==> src/design/acz_div.sv <==
// Iterative restoring divider, one quotient bit per cycle.
`default_nettype none

module acz_div #(
  parameter int DW = 17,
  parameter int VW = 10
) (
  input  wire logic          clk,
  input  wire logic          rst,
  input  wire logic          start,
  input  wire logic [DW-1:0] dividend,
  input  wire logic [VW-1:0] divisor,
  output logic               done,
  output logic [DW-1:0]      quotient,
  output logic [VW-1:0]      remainder
);

  localparam int NW = $clog2(DW + 1);

  logic [DW-1:0] quo;
  logic [VW-1:0] rem;
  logic [VW-1:0] dvs;
  logic [NW-1:0] cnt;
  logic          run;
  logic [VW:0]   trial;
  logic [VW:0]   diff;
  logic          fits;

  // Shift in the next dividend bit and try to subtract the divisor.
  always_comb begin
    trial = {rem, quo[DW-1]};
    diff  = trial - {1'b0, dvs};
    fits  = (trial >= {1'b0, dvs});
  end

  // Step counter and completion pulse.
  always_ff @(posedge clk) begin
    if (rst) begin
      run  <= 1'b0;
      done <= 1'b0;
      cnt  <= '0;
    end else begin
      done <= 1'b0;
      if (start) begin
        run <= 1'b1;
        cnt <= NW'(DW);
      end else if (run) begin
        cnt <= cnt - NW'(1);
        if (cnt == NW'(1)) begin
          run  <= 1'b0;
          done <= 1'b1;
        end
      end
    end
  end

  // Partial remainder and quotient.
  always_ff @(posedge clk) begin
    if (start) begin
      quo <= dividend;
      rem <= '0;
      dvs <= divisor;
    end else if (run) begin
      quo <= DW'({quo, fits});
      rem <= fits ? VW'(diff) : VW'(trial);
    end
  end

  assign quotient  = quo;
  assign remainder = rem;

endmodule

`default_nettype wire

==> config.mk <==
export PLATFORM = sky130hd
export DESIGN_NAME = acz_div
export DESIGN_NICKNAME = d
export VERILOG_FILES = /design/src/design/acz_div.sv
export SDC_FILE = /design/constraint.sdc
export NUM_CORES = 1
export LEC_CHECK = 0
export BUFFER_PORTS_ARGS = -buffer_cell sky130_fd_sc_hd__buf_2
export CORE_MARGIN = 5
export CORE_UTILIZATION = 35
export DETAILED_ROUTE_END_ITERATION = 7
export HOLD_SLACK_MARGIN = 0.1
export SYNTH_ARGS = -nofsm -noshare
export SYNTH_HDL_FRONTEND = slang
export SYNTH_SLANG_ARGS = --single-unit
==> constraint.sdc <==
create_clock -name clk -period 2.9 [get_ports clk]
set_input_delay 0.58 -clock clk [delete_from_list [all_inputs] [get_ports clk]]
set_output_delay 0.58 -clock clk [all_outputs]
set_load 0.005 [all_outputs]
# [Yosys cells after proc, flatten, opt, wreduce, memory -nomap -nowiden]
# Cells that the tools add are included.
[op_classes] muxes=9 n_addsub=2 n_eq_ne=1 n_reduce_logical=3 bitwise_logic=1 n_lt_le_gt_ge=1
[op_table] operator="$mux W17" n=2
[op_table] operator="$ge A11 B10 Y1" n=1
[op_table] operator="$mux W10" n=1
[op_table] operator="$mux W5" n=2
[op_table] operator="$sub A10 B10 Y10" n=1
[op_table] operator="$eq A5 B1 Y1 const B" n=1
[op_table] operator="$sub A5 B1 Y5 const B" n=1
[op_table] operator="$mux W1" n=4
[op_table] operator="$reduce_or A3 Y1" n=1
[op_table] operator="$reduce_bool A2 Y1" n=1
[op_table] operator="$reduce_or A2 Y1" n=1
[op_table] operator="$not A1 Y1" n=1
[totals] output_inout_bits=28 regBits=44 input_bits=30 elab_cells=24

# [Longest topological paths before layout]
[depth] depth_word=4 ltp_mapped=10 ltp_nobuf=10

# [Least setup slack after synthesis]
# Ideal clock, no wire load.
[synth_timing] path_kind="register -> register" startpoint="register quo[16], in the netlist quotient[16]" endpoint="register rem[8], in the netlist remainder[8]" path_buffers=0 path_slack_ns=0.805 required_time_ns=2.776 setup_ns=0.124 arrival_time_ns=1.972 path_stages_with_launch=11 period_less_slack_ns=2.095 cell_sequence="edfxtp_1 > inv_1 > ha_1 > inv_1 > fa_1 > a211oi_1 > nor2_1 > o22ai_1 > xor2_1 > nand3_1 > o311a_2"
[synth_via] elab_chain_len=2 elab_cells_between_ends=3 classes_between="add/sub (1); order compare (1); mux (1)"
[synth_lines] element="start, declared" line="20" rtl="logic [DW-1:0] quo;"
[synth_lines] element="start signal, assigned" line="60" rtl="quo <= dividend;"
[synth_lines] element="start signal, assigned" line="64" rtl="quo <= DW'({quo, fits});"
[synth_lines] element="$sub A10 B10 Y10 or $ge A11 B10 Y1 (tied branches)" line="32, 33"
[synth_lines] element="$mux W10 *" line="65" rtl="rem <= fits ? VW'(diff) : VW'(trial);"
[synth_lines] element="end signal, assigned" line="65"
[synth_lines] element="end, declared" line="21" rtl="logic [VW-1:0] rem;"
# Mark *: on every way between the ends. The rest lies on a longest branch, timed or not.
# A chain may end at the register's enable or synchronous reset.

# [Worst setup path in the final report]
# Ends and elaborated chain as after synthesis.

==> metrics.txt <==
status=completed; ant diodes=0; critical path startpoint category=register; kind of critical path=register to register; Final min period=2283 ps; setup violators final=0; Worst-Skew Late Latency=300 ps; Worst R2R Path Depth=10; Post-synth EDFFs=27; cell count after synthesis=194; period utilisation layout=0.7874; Main synth FF type=edfxtp_1; Hold Path End=dvs[2]; WP data required=3080 ps; Clock transition at path regs=80 ps; max-slew violation total from the final report=0; Buffers on Ports=57; reg-to-reg startpoint=quotient[16]; total core area=0.006314 mm^2; RR Endpoint=remainder[8]; Layout Cells excl Fill=331; clk_skew=5.950 ps; Iteration-0 DRC Markers=68; Via Count=1619; cts hold-fix bufs=0; P&R area growth vs syn=21.49%; CP max-delay cell=edfxtp_1; Initial Util=0.3569; Async SR Flop Fraction=0; CTS tree=done; Crit path top cell by count=inv_1; total negative slack=0 ps; largest net degree at the start of global routing=43; Setup WS pre-CTS=629.6 ps; CP Data Arrival Time=2470 ps; layout cells sized above 1=0.3661; Clock Path Buffers=2; Tot GR Track Use=0.1222; CP bufs+invs=2; type of the most critical hold path=primary input to register; Leakage=0.001202 uW; CP peak stage delay=410 ps; antenna violations before repair=0; Post-Syn Nets=237; hpwl dp=3549 um; Final Hold Vio Count=0; Pre-antenna DRT Iters=4; gr ovfl total=0; Slew HR=0.5211; RSZ-0062 raised after global routing=no; CTS H-Tree Depth=2; post-CTS resize count=0; setup ws final=616.6 ps; hold path depth=1; drc violations=0; Ys Warns=0; die height=90.24 um; vias in the first global route=1721; Post-DRT Antenna Nets=0; drt total wl=4744 um; gpl congestion=0.7633; Netlist cell types=42; drt wl/cell=14.33 um; Hold Startpoint=divisor[2]; number of max-cap violations=0; CP cell instances=inv_1 -> ha_1 -> inv_1 -> fa_1 -> a211oi_1 -> nor2_1 -> o22ai_1 -> xor2_1 -> nand3_1 -> o311a_2; delay-heaviest family, CP=compound AO/OA/AOI/OAI gates; post-CTS setup buffer count=0; Tightest Pin Transition=716.6 ps; io pins=58; root buffer cell=clkbuf_8; worst-path fanout max=3; Die ar.=0.008143 mm^2; Finished Cell Area=0.002738 mm^2; pwr/cell area=584.6 mW/mm^2; first-pass GRT wire length=8142 um; maximum VDD drop=0.3270 mV; Setup crit end kind=register; clk sinks=44; Max Freq=437.9 MHz; Final #Nets=296; Avg Cell Area, Syn=11.62 um^2; R2R Setup Slk=620 ps; post-synthesis sequential area ratio=0.5108; Synth Cell Area=0.002253 mm^2; Yosys reg bits=44; clock buffer count from CTS=5; Placed Cells=323; Die W=90.24 um; DP Area=0.002616 mm^2; Avg Vias per Cell=4.891; site row count=29
## how the worst max path moves through the flow
| stage | slack, ps | end | cells after the start | from |
|---|---|---|---|---|
| after floorplan | 800 | remainder[8] | 10 | quotient[16] |
| after CTS | 600 | remainder[8] | 10 | quotient[16] |
| after global placement | 600 | remainder[8] | 10 | quotient[16] |
| after detailed placement | 630 | remainder[8] | 10 | quotient[16] |
| final | 620 | remainder[8] | 10 | quotient[16] |
| after global routing | 440 | remainder[8] | 10 | quotient[16] |
## area by class of cell
cell class,instances,area (um^2)
fill,645,3576
sequential,44,1151
multi-input combinational,128,1012
timing repair buffer,59,300.3
tap,77,96.34
clock buffer,6,82.58
inverter,15,56.30
clock inverter,2,38.79
## layout by cell type (no fill, tap or decap), drive strengths merged, types with 6 or more instances in the layout
cell / n
mux2: 17
nor2: 15
nand3: 7
clkbuf: 6
a211oi: 7
edfxtp: 27
inv: 14
dfxtp: 17
buf: 59
ha: 12
xor2: 6
nand2: 9
## registers in the layout, indices dropped and copies added (netlist names)
name and count:
quotient 17, dvs 10, remainder 10, cnt 5, done 1, run 1
## metrics by stage
stage | hold slack, ps | util | total power, uW
2_1_floorplan | 492.6 | - | 1017
3_3_place_gp | 500.1 | 0.4144 | 1128
3_5_place_dp | 513.5 | 0.4144 | 1129
4_1_cts | 443.7 | 0.4336 | 1624
5_1_grt | 435.7 | 0.4336 | 1699
6_report | 454.3 | 0.4336 | 1600
## cells in the mapped netlist, types with 2 or more instances
| cell type | instances | area share |
|---|---|---|
| nor2_1 | 15 | 0.025 |
| ha_1 | 12 | 0.067 |
| nor2b_1 | 3 | 0.0083 |
| nand3_1 | 6 | 0.013 |
| a31oi_1 | 3 | 0.0083 |
| mux2_2 | 17 | 0.085 |
| o311a_2 | 2 | 0.010 |
| a21oi_1 | 5 | 0.011 |
| mux2i_1 | 4 | 0.018 |
| nor3_1 | 5 | 0.011 |
| edfxtp_1 | 27 | 0.36 |
| a211oi_1 | 7 | 0.023 |
| o21bai_1 | 2 | 0.0067 |
| inv_1 | 14 | 0.023 |
| xor2_1 | 6 | 0.023 |
| a21o_1 | 4 | 0.013 |
| xnor2_1 | 5 | 0.019 |
| dfxtp_1 | 17 | 0.15 |
| o22ai_1 | 4 | 0.011 |
| nor4b_1 | 2 | 0.0078 |
| clkbuf_1 | 6 | 0.010 |
| nand2_1 | 8 | 0.013 |
## layer usage
layer,wire (um),global-route usage,up-vias
met5,0,0,-
met4,65,0.04467,0
met3,119,0.02588,5
met2,2452,0.2128,26
met1,2107,0.1474,759
li1,-,-,829
## worst reg2reg max path: cells and delay by family (launching register included)
kind	cells	cell delay [ps]
and+or+nand+nor	2	210
adders and majority gates	2	580
xor gates and xnor gates	1	180
buffers and inverters	2	130
AOI/OAI and AO/OA	3	660
DFF	1	410
## report_power, final
group / leakage (uW) / internal [uW] / switching (uW)
Clock: 0.0000614 / 282 / 206
Sequential: 0.000409 / 730 / 38.2
Combinational: 0.000732 / 164 / 180
## cell families (layout without fill, tap and decap cells)
| logic type | count (synthesis) | in the layout | share of synthesized area |
|---|---|---|---|
| and+or+nand+nor | 46 | 46 | 0.1027 |
| adders and majority gates | 13 | 13 | 0.07551 |
| buffers and inverters | 22 | 82 | 0.03997 |
| DFF | 44 | 44 | 0.5108 |
| AOI/OAI and AO/OA | 37 | 37 | 0.1255 |
| muxes | 21 | 21 | 0.1027 |
| xor gates and xnor gates | 11 | 11 | 0.04275 |
(Power assumes the default switching activity.)
