==> src/design/acz_pkg.sv <==
// Shared types, codes and default sizes for the axis convolution block.
`default_nettype none

package acz_pkg;

  // Default build sizes.
  localparam int DEFAULT_MAX_RADIUS = 8;
  localparam int DEFAULT_MAX_SIZE_X = 32;
  localparam int DEFAULT_MAX_SIZE_Y = 32;
  localparam int DEFAULT_MAX_SIZE_Z = 64;

  // Configuration port.
  localparam int CFG_IW = 3;
  localparam int CFG_DW = 7;

  localparam logic [CFG_IW-1:0] CFG_AXIS   = 3'd0;
  localparam logic [CFG_IW-1:0] CFG_RADIUS = 3'd1;
  localparam logic [CFG_IW-1:0] CFG_SIZE_X = 3'd2;
  localparam logic [CFG_IW-1:0] CFG_SIZE_Y = 3'd3;
  localparam logic [CFG_IW-1:0] CFG_SIZE_Z = 3'd4;

  // Item modes.
  localparam logic [1:0] MODE_TAP   = 2'd0;
  localparam logic [1:0] MODE_VOXEL = 2'd1;
  localparam logic [1:0] MODE_FLUSH = 2'd2;

  // Convolution axes.
  localparam logic [1:0] AXIS_Z = 2'd0;
  localparam logic [1:0] AXIS_Y = 2'd1;
  localparam logic [1:0] AXIS_X = 2'd2;

  // Register values after reset.
  localparam logic [1:0] AXIS_RESET   = AXIS_X;
  localparam logic [3:0] RADIUS_RESET = 4'd1;
  localparam logic [5:0] SIZE_X_RESET = 6'd32;
  localparam logic [5:0] SIZE_Y_RESET = 6'd32;
  localparam logic [6:0] SIZE_Z_RESET = 7'd64;

  // Cycles for the derived sizes to settle, and for the multiply-accumulate to drain.
  localparam int SETTLE_CYCLES = 3;
  localparam int DRAIN_CYCLES  = 2;

  typedef struct packed {
    logic [1:0]  mode;
    logic [4:0]  tap_index;
    logic [15:0] sample_value;
  } in_t;

  typedef struct packed {
    logic [15:0] out_value;
    logic        last_voxel;
  } out_t;

  typedef struct packed {
    logic clear;
    logic en;
  } mac_ctrl_t;

  typedef enum logic [3:0] {
    S_SETTLE,
    S_DIVZ_GO,
    S_DIVZ_WAIT,
    S_DIVY_GO,
    S_DIVY_WAIT,
    S_IDLE,
    S_DECODE,
    S_WRITE,
    S_TEST,
    S_START,
    S_MAC,
    S_DRAIN,
    S_OUT
  } state_t;

endpackage

`default_nettype wire

==> src/design/acz_mac.sv <==
// Shared multiply-accumulate unit with round-to-nearest and saturation to Q0.16.
`default_nettype none

module acz_mac #(
  parameter int AW = 37
) (
  input  wire logic              clk,
  input  wire logic              rst,
  input  wire acz_pkg::mac_ctrl_t ctrl,
  input  wire logic [15:0]       sample,
  input  wire logic [15:0]       tap,
  output logic [15:0]            result
);

  logic [31:0]   prod_q;
  logic          pv_q;
  logic [AW-1:0] acc;
  logic [AW:0]   sum_r;

  // Product stage flag.
  always_ff @(posedge clk) begin
    if (rst) begin
      pv_q <= 1'b0;
    end else begin
      pv_q <= ctrl.en;
    end
  end

  // Product register, then accumulate.
  always_ff @(posedge clk) begin
    prod_q <= sample * tap;
    if (ctrl.clear) begin
      acc <= '0;
    end else if (pv_q) begin
      acc <= acc + AW'(prod_q);
    end
  end

  // Round half up to Q0.16 and saturate.
  always_comb begin
    sum_r = {1'b0, acc} + (AW + 1)'(32'h0000_8000);
    if (|sum_r[AW:32]) begin
      result = 16'hFFFF;
    end else begin
      result = sum_r[31:16];
    end
  end

endmodule

`default_nettype wire

==> config.mk <==
export PLATFORM = sky130hd
export DESIGN_NAME = acz_mac
export DESIGN_NICKNAME = d
export VERILOG_FILES = /design/src/design/acz_pkg.sv /design/src/design/acz_mac.sv
export SDC_FILE = /design/constraint.sdc
export NUM_CORES = 1
export LEC_CHECK = 0
export BUFFER_PORTS_ARGS = -buffer_cell sky130_fd_sc_hd__buf_2
export CAP_MARGIN = 20
export CELL_PAD_IN_SITES_DETAIL_PLACEMENT = 0
export CELL_PAD_IN_SITES_GLOBAL_PLACEMENT = 2
export CORE_AREA = 2 2 229 231
export CTS_BUF_LIST = sky130_fd_sc_hd__clkbuf_4
export DETAILED_ROUTE_END_ITERATION = 12
export DIE_AREA = 0 0 231 233
export PLACE_DENSITY = 0.69
export RECOVER_POWER = 25
export SETUP_SLACK_MARGIN = 0.02
export SLEW_MARGIN = 20
export SYNTH_ARGS = -nofsm -noshare
export SYNTH_HDL_FRONTEND = slang
export SYNTH_SLANG_ARGS = --single-unit
==> constraint.sdc <==
create_clock -name clk -period 5.2 [get_ports clk]
set_input_delay 0.26 -clock clk [delete_from_list [all_inputs] [get_ports clk]]
set_output_delay 0.26 -clock clk [all_outputs]
set_load 0.01 [all_outputs]
# After elaboration in Yosys (flattened, before gate mapping)
# Cells that the tools add are included.
dict set report totals {
  reg_bits 70
  inputBits 36
  output_inout_bits 16
  elab_cells 8
}
dict set report classes {
  n_addsub 2
  n_mul 1
  muxes 1
  n_reduce_logical 1
}
# cell count
set op_table {}
lappend op_table {{$add A37 B16 Y38 const B} 1}
lappend op_table {{$add A37 B32 Y37} 1}
lappend op_table {{$mul A16 B16 Y32} 1}
lappend op_table {{$mux W16} 1}
lappend op_table {{$reduce_or A6 Y1} 1}

# Longest topological paths before layout
dict set report depth {
  word_depth 3
  ltp_mapped 23
}

# Least setup slack after synthesis
# Ideal clock, no wire load.
dict set report synth_timing {
  path_kind {in2reg}
  start {in sample[6]}
  end {reg prod_q[31]}
  setup_ns 0.072
  arrival_ns 5.384
  required_time_ns 5.128
  setup_slack_ns -0.256
  path_stages 20
  path_buffers 1
  cell_sequence {clkbuf_1 > nand2_1 > fa_1 > inv_1 > fa_1 > fa_1 > fa_1 > fa_1 > inv_1 > fa_1 > inv_1 > ha_1 > or3_1 > a31oi_1 > a21oi_1 > nor3_1 > o21a_1 > o41ai_1 > a21oi_1 > xnor2_1}
}
dict set report synth_via {
  elab_chain_len 1
}
# element line_no
set synth_rtl {}
lappend synth_rtl {{from (decl)} acz_mac.sv:10} ;# input wire logic [15:0] sample,
lappend synth_rtl {{$mul A16 B16 Y32} acz_mac.sv:31} ;# prod_q <= sample * tap;
lappend synth_rtl {{to (signal assigned)} acz_mac.sv:31}
lappend synth_rtl {{to (decl)} acz_mac.sv:15} ;# logic [31:0] prod_q;
# Every way passes these cells.
# A chain may end at the register's enable or synchronous reset.

# Worst setup path after layout
dict set report layout_timing {
  start {in tap[4]}
  end {reg prod_q[31]}
}
dict set report layout_via {
  elab_chain_len 1
}
# element line_no
set layout_rtl {}
lappend layout_rtl {{from (decl)} acz_mac.sv:11} ;# input wire logic [15:0] tap,
lappend layout_rtl {{$mul A16 B16 Y32} acz_mac.sv:31}
# Every way passes these cells.

==> flow_summary.ini <==
[status]
outcome = finished with violations
violations = capacitance limit, slew limit

[layout]
multiInputGateArea_sq_um = 10400
seq_area_sq_um = 1400
final_cell_count_no_fill = 2292
nets = 1975
layout-drive-gt1-share = 0.164
syn2layout_area_growth_pct = 18.9
final_core_util = 0.295
nFillCells = 5544

[synth]
synth.most_common_cell = inv_1
synth_top_area_share = 0.308
yosysWarnings = 0
syn-instance-count = 1466
synth_fp_nets = 1834
yosys.area.top_type = fa_1
synth_common_cells = 232 x inv_1, 207 x nand2_1, 195 x fa_1
avgSynthCellArea_sq_um = 8.65
syn_area_sq_um = 12700
ys.flop_type = dfxtp_1
synthDistinctLibCells = 73
synth-seq-cells = 70
synth.top_cells.by_area = fa_1 31%, ha_1 14%, dfxtp_1 11%, inv_1 6.9%, nand2_1 6.1%
async_reset_ff_frac = 0
synth_seq_area_share = 0.111
synth_edf_count = 0

[place]
gp_congestion = 0.830
numPortBuffers = 51
dp_hpwl_mm = 28.1
placed_cells = 2272

[setup_path]
reg2regPathDepth = 5
end_kind = flop
critical_path_required_ns = 5.58
critical_path_class = input port to flop
reg2reg_from = pv_q
critPathArrivalTime_ns = 5.40
worstSetupStartpointType = input port
crit_path_start = tap[4]
path_max_fanout = 10

[min_path]
hold_start = ctrl[0]
min_path_type = input port to flop
hold_depth = 2

[clock_network]
clockRootBuffer = clkbuf_4
clk_path_buf_depth = 2
htree_levels = 3
path_clk_slew_ns = 0.12
cts_inserted_buffers = 9
clk_latency_ns = 0.46
clkSinkCount = 70
cts_tree = yes

[die]
die_y_um = 233
top_level_ports = 52
coreArea_sq_um = 51100
initial_utilization = 0.248
dieArea_sq_um = 53800
rows = 83
fp.dieW_um = 231

[global_routing]
busiest_layer = met2
antenna_found_initial = 1
track_usage = 0.125
use_met2 = 0.207
use_met1 = 0.178
grt_pass1_wl_mm = 54.5
grt_start_max_net_pins = 50
grt_pass1_vias = 10546
grt.overflow.total = 0
grt_use_met3 = 0.0126

[sta]
finalCritPeriodShare = 0.965
final.setup_skew_ns = 0.0337
setup_tns_ns = 0
report.final.setup_viol = 0
period_needed_ns = 5.02
hold_violations = 0
tightest_slew_ns = 2.62
slew_violations = 50
rsz0062_at_grt = true
maxSlewHeadroom = -0.748
clock.fmax_mhz = 199

[job]
drv_cap = 1

[route]
vias = 9904
via_per_inst = 4.32
drc = 0
wl_mm = 32.7
wl_per_cell_um = 14.3
ant_nets = 0
drtIter0Drc = 535
drtPass1Iterations = 5
[through the flow]
step                instance area [sq um]  setup slack [ns]  hold slack (ns)
global route                        15100          0.000649          0.00903
CTS                                 14900            0.0459           0.0212
floorplan                           12800            0.0150            0.332
finish                              15100             0.181           0.0607
detailed placement                  14700            -0.465            0.436
global placement                    14700            -0.376            0.432
[flip-flops by register name, indices dropped and copies added, names as in the netlist]
| register | count |
|---|---|
| acc | 37 |
| prod_q | 32 |
| pv_q | 1 |
[what timing repair did]
action,in CTS,in global routing
hold endpoints to repair,1,0
setup endpoints to repair,0,9
gates resized for setup,0,65
buffers inserted,0,2
hold buffers,1,0
[critical path, stage by stage]
cell	delay [ns]
buf_4	0.15
buf_4	0.15
and2_1	0.14
fa_1	0.47
inv_1	0.05
fa_1	0.53
inv_1	0.06
fa_2	0.57
fa_1	0.43
fa_1	0.49
inv_1	0.05
fa_1	0.49
inv_2	0.05
ha_4	0.23
or3_4	0.39
a31oi_4	0.17
a21oi_2	0.07
nor3_2	0.12
o21a_1	0.16
o41ai_2	0.07
a21oi_1	0.18
xnor2_1	0.13
[placed cells by master (no fill, tap or decap), types with 10 or more instances in the layout]
cell	count
a21o_1	29
a21oi_1	49
and2_1	110
and3_1	13
buf_2	39
buf_4	129
clkbuf_4	14
dfxtp_1	69
fa_1	193
ha_1	129
inv_1	227
mux2i_1	19
nand2_1	206
nand3_1	11
nand4_1	16
nor2_1	68
nor2b_1	10
o21ai_0	23
xnor2_1	44
xor2_1	24
[final timing paths]
path | to | slack, ns
min | pv_q | 0.06
max | prod_q[31] | 0.18
max reg2reg | acc[25] | 1.81
min reg2reg | acc[13] | 0.50
[metal layers]
metal,up-vias,part of all wire
met4,0,0.0083
met2,147,0.45
met3,18,0.030
met5,-,0
li1,4954,-
met1,4785,0.51
[kinds of logic (layout without fill, tap and decap cells)]
logic type	count (synthesis)	in the layout	synth area share
compound gates	201	201	0.111
xor+xnor	68	68	0.0470
fa+ha+maj	332	332	0.443
buf+inv	290	435	0.0865
flops	70	70	0.111
mux	20	20	0.0159
other cells	0	1	0
simple gates	485	485	0.186
[layout make-up]
class	instances	share of cell area
multi-input combinational	1106	0.688
timing repair buffer	188	0.0939
sequential	70	0.0930
inverter	232	0.0577
tap	680	0.0564
clock buffer	11	0.00548
clock inverter	4	0.00481
antenna	1	0.000166
Power is not shown: default switching activity piles up to over one toggle a cycle in this logic, so the estimate is an artifact.
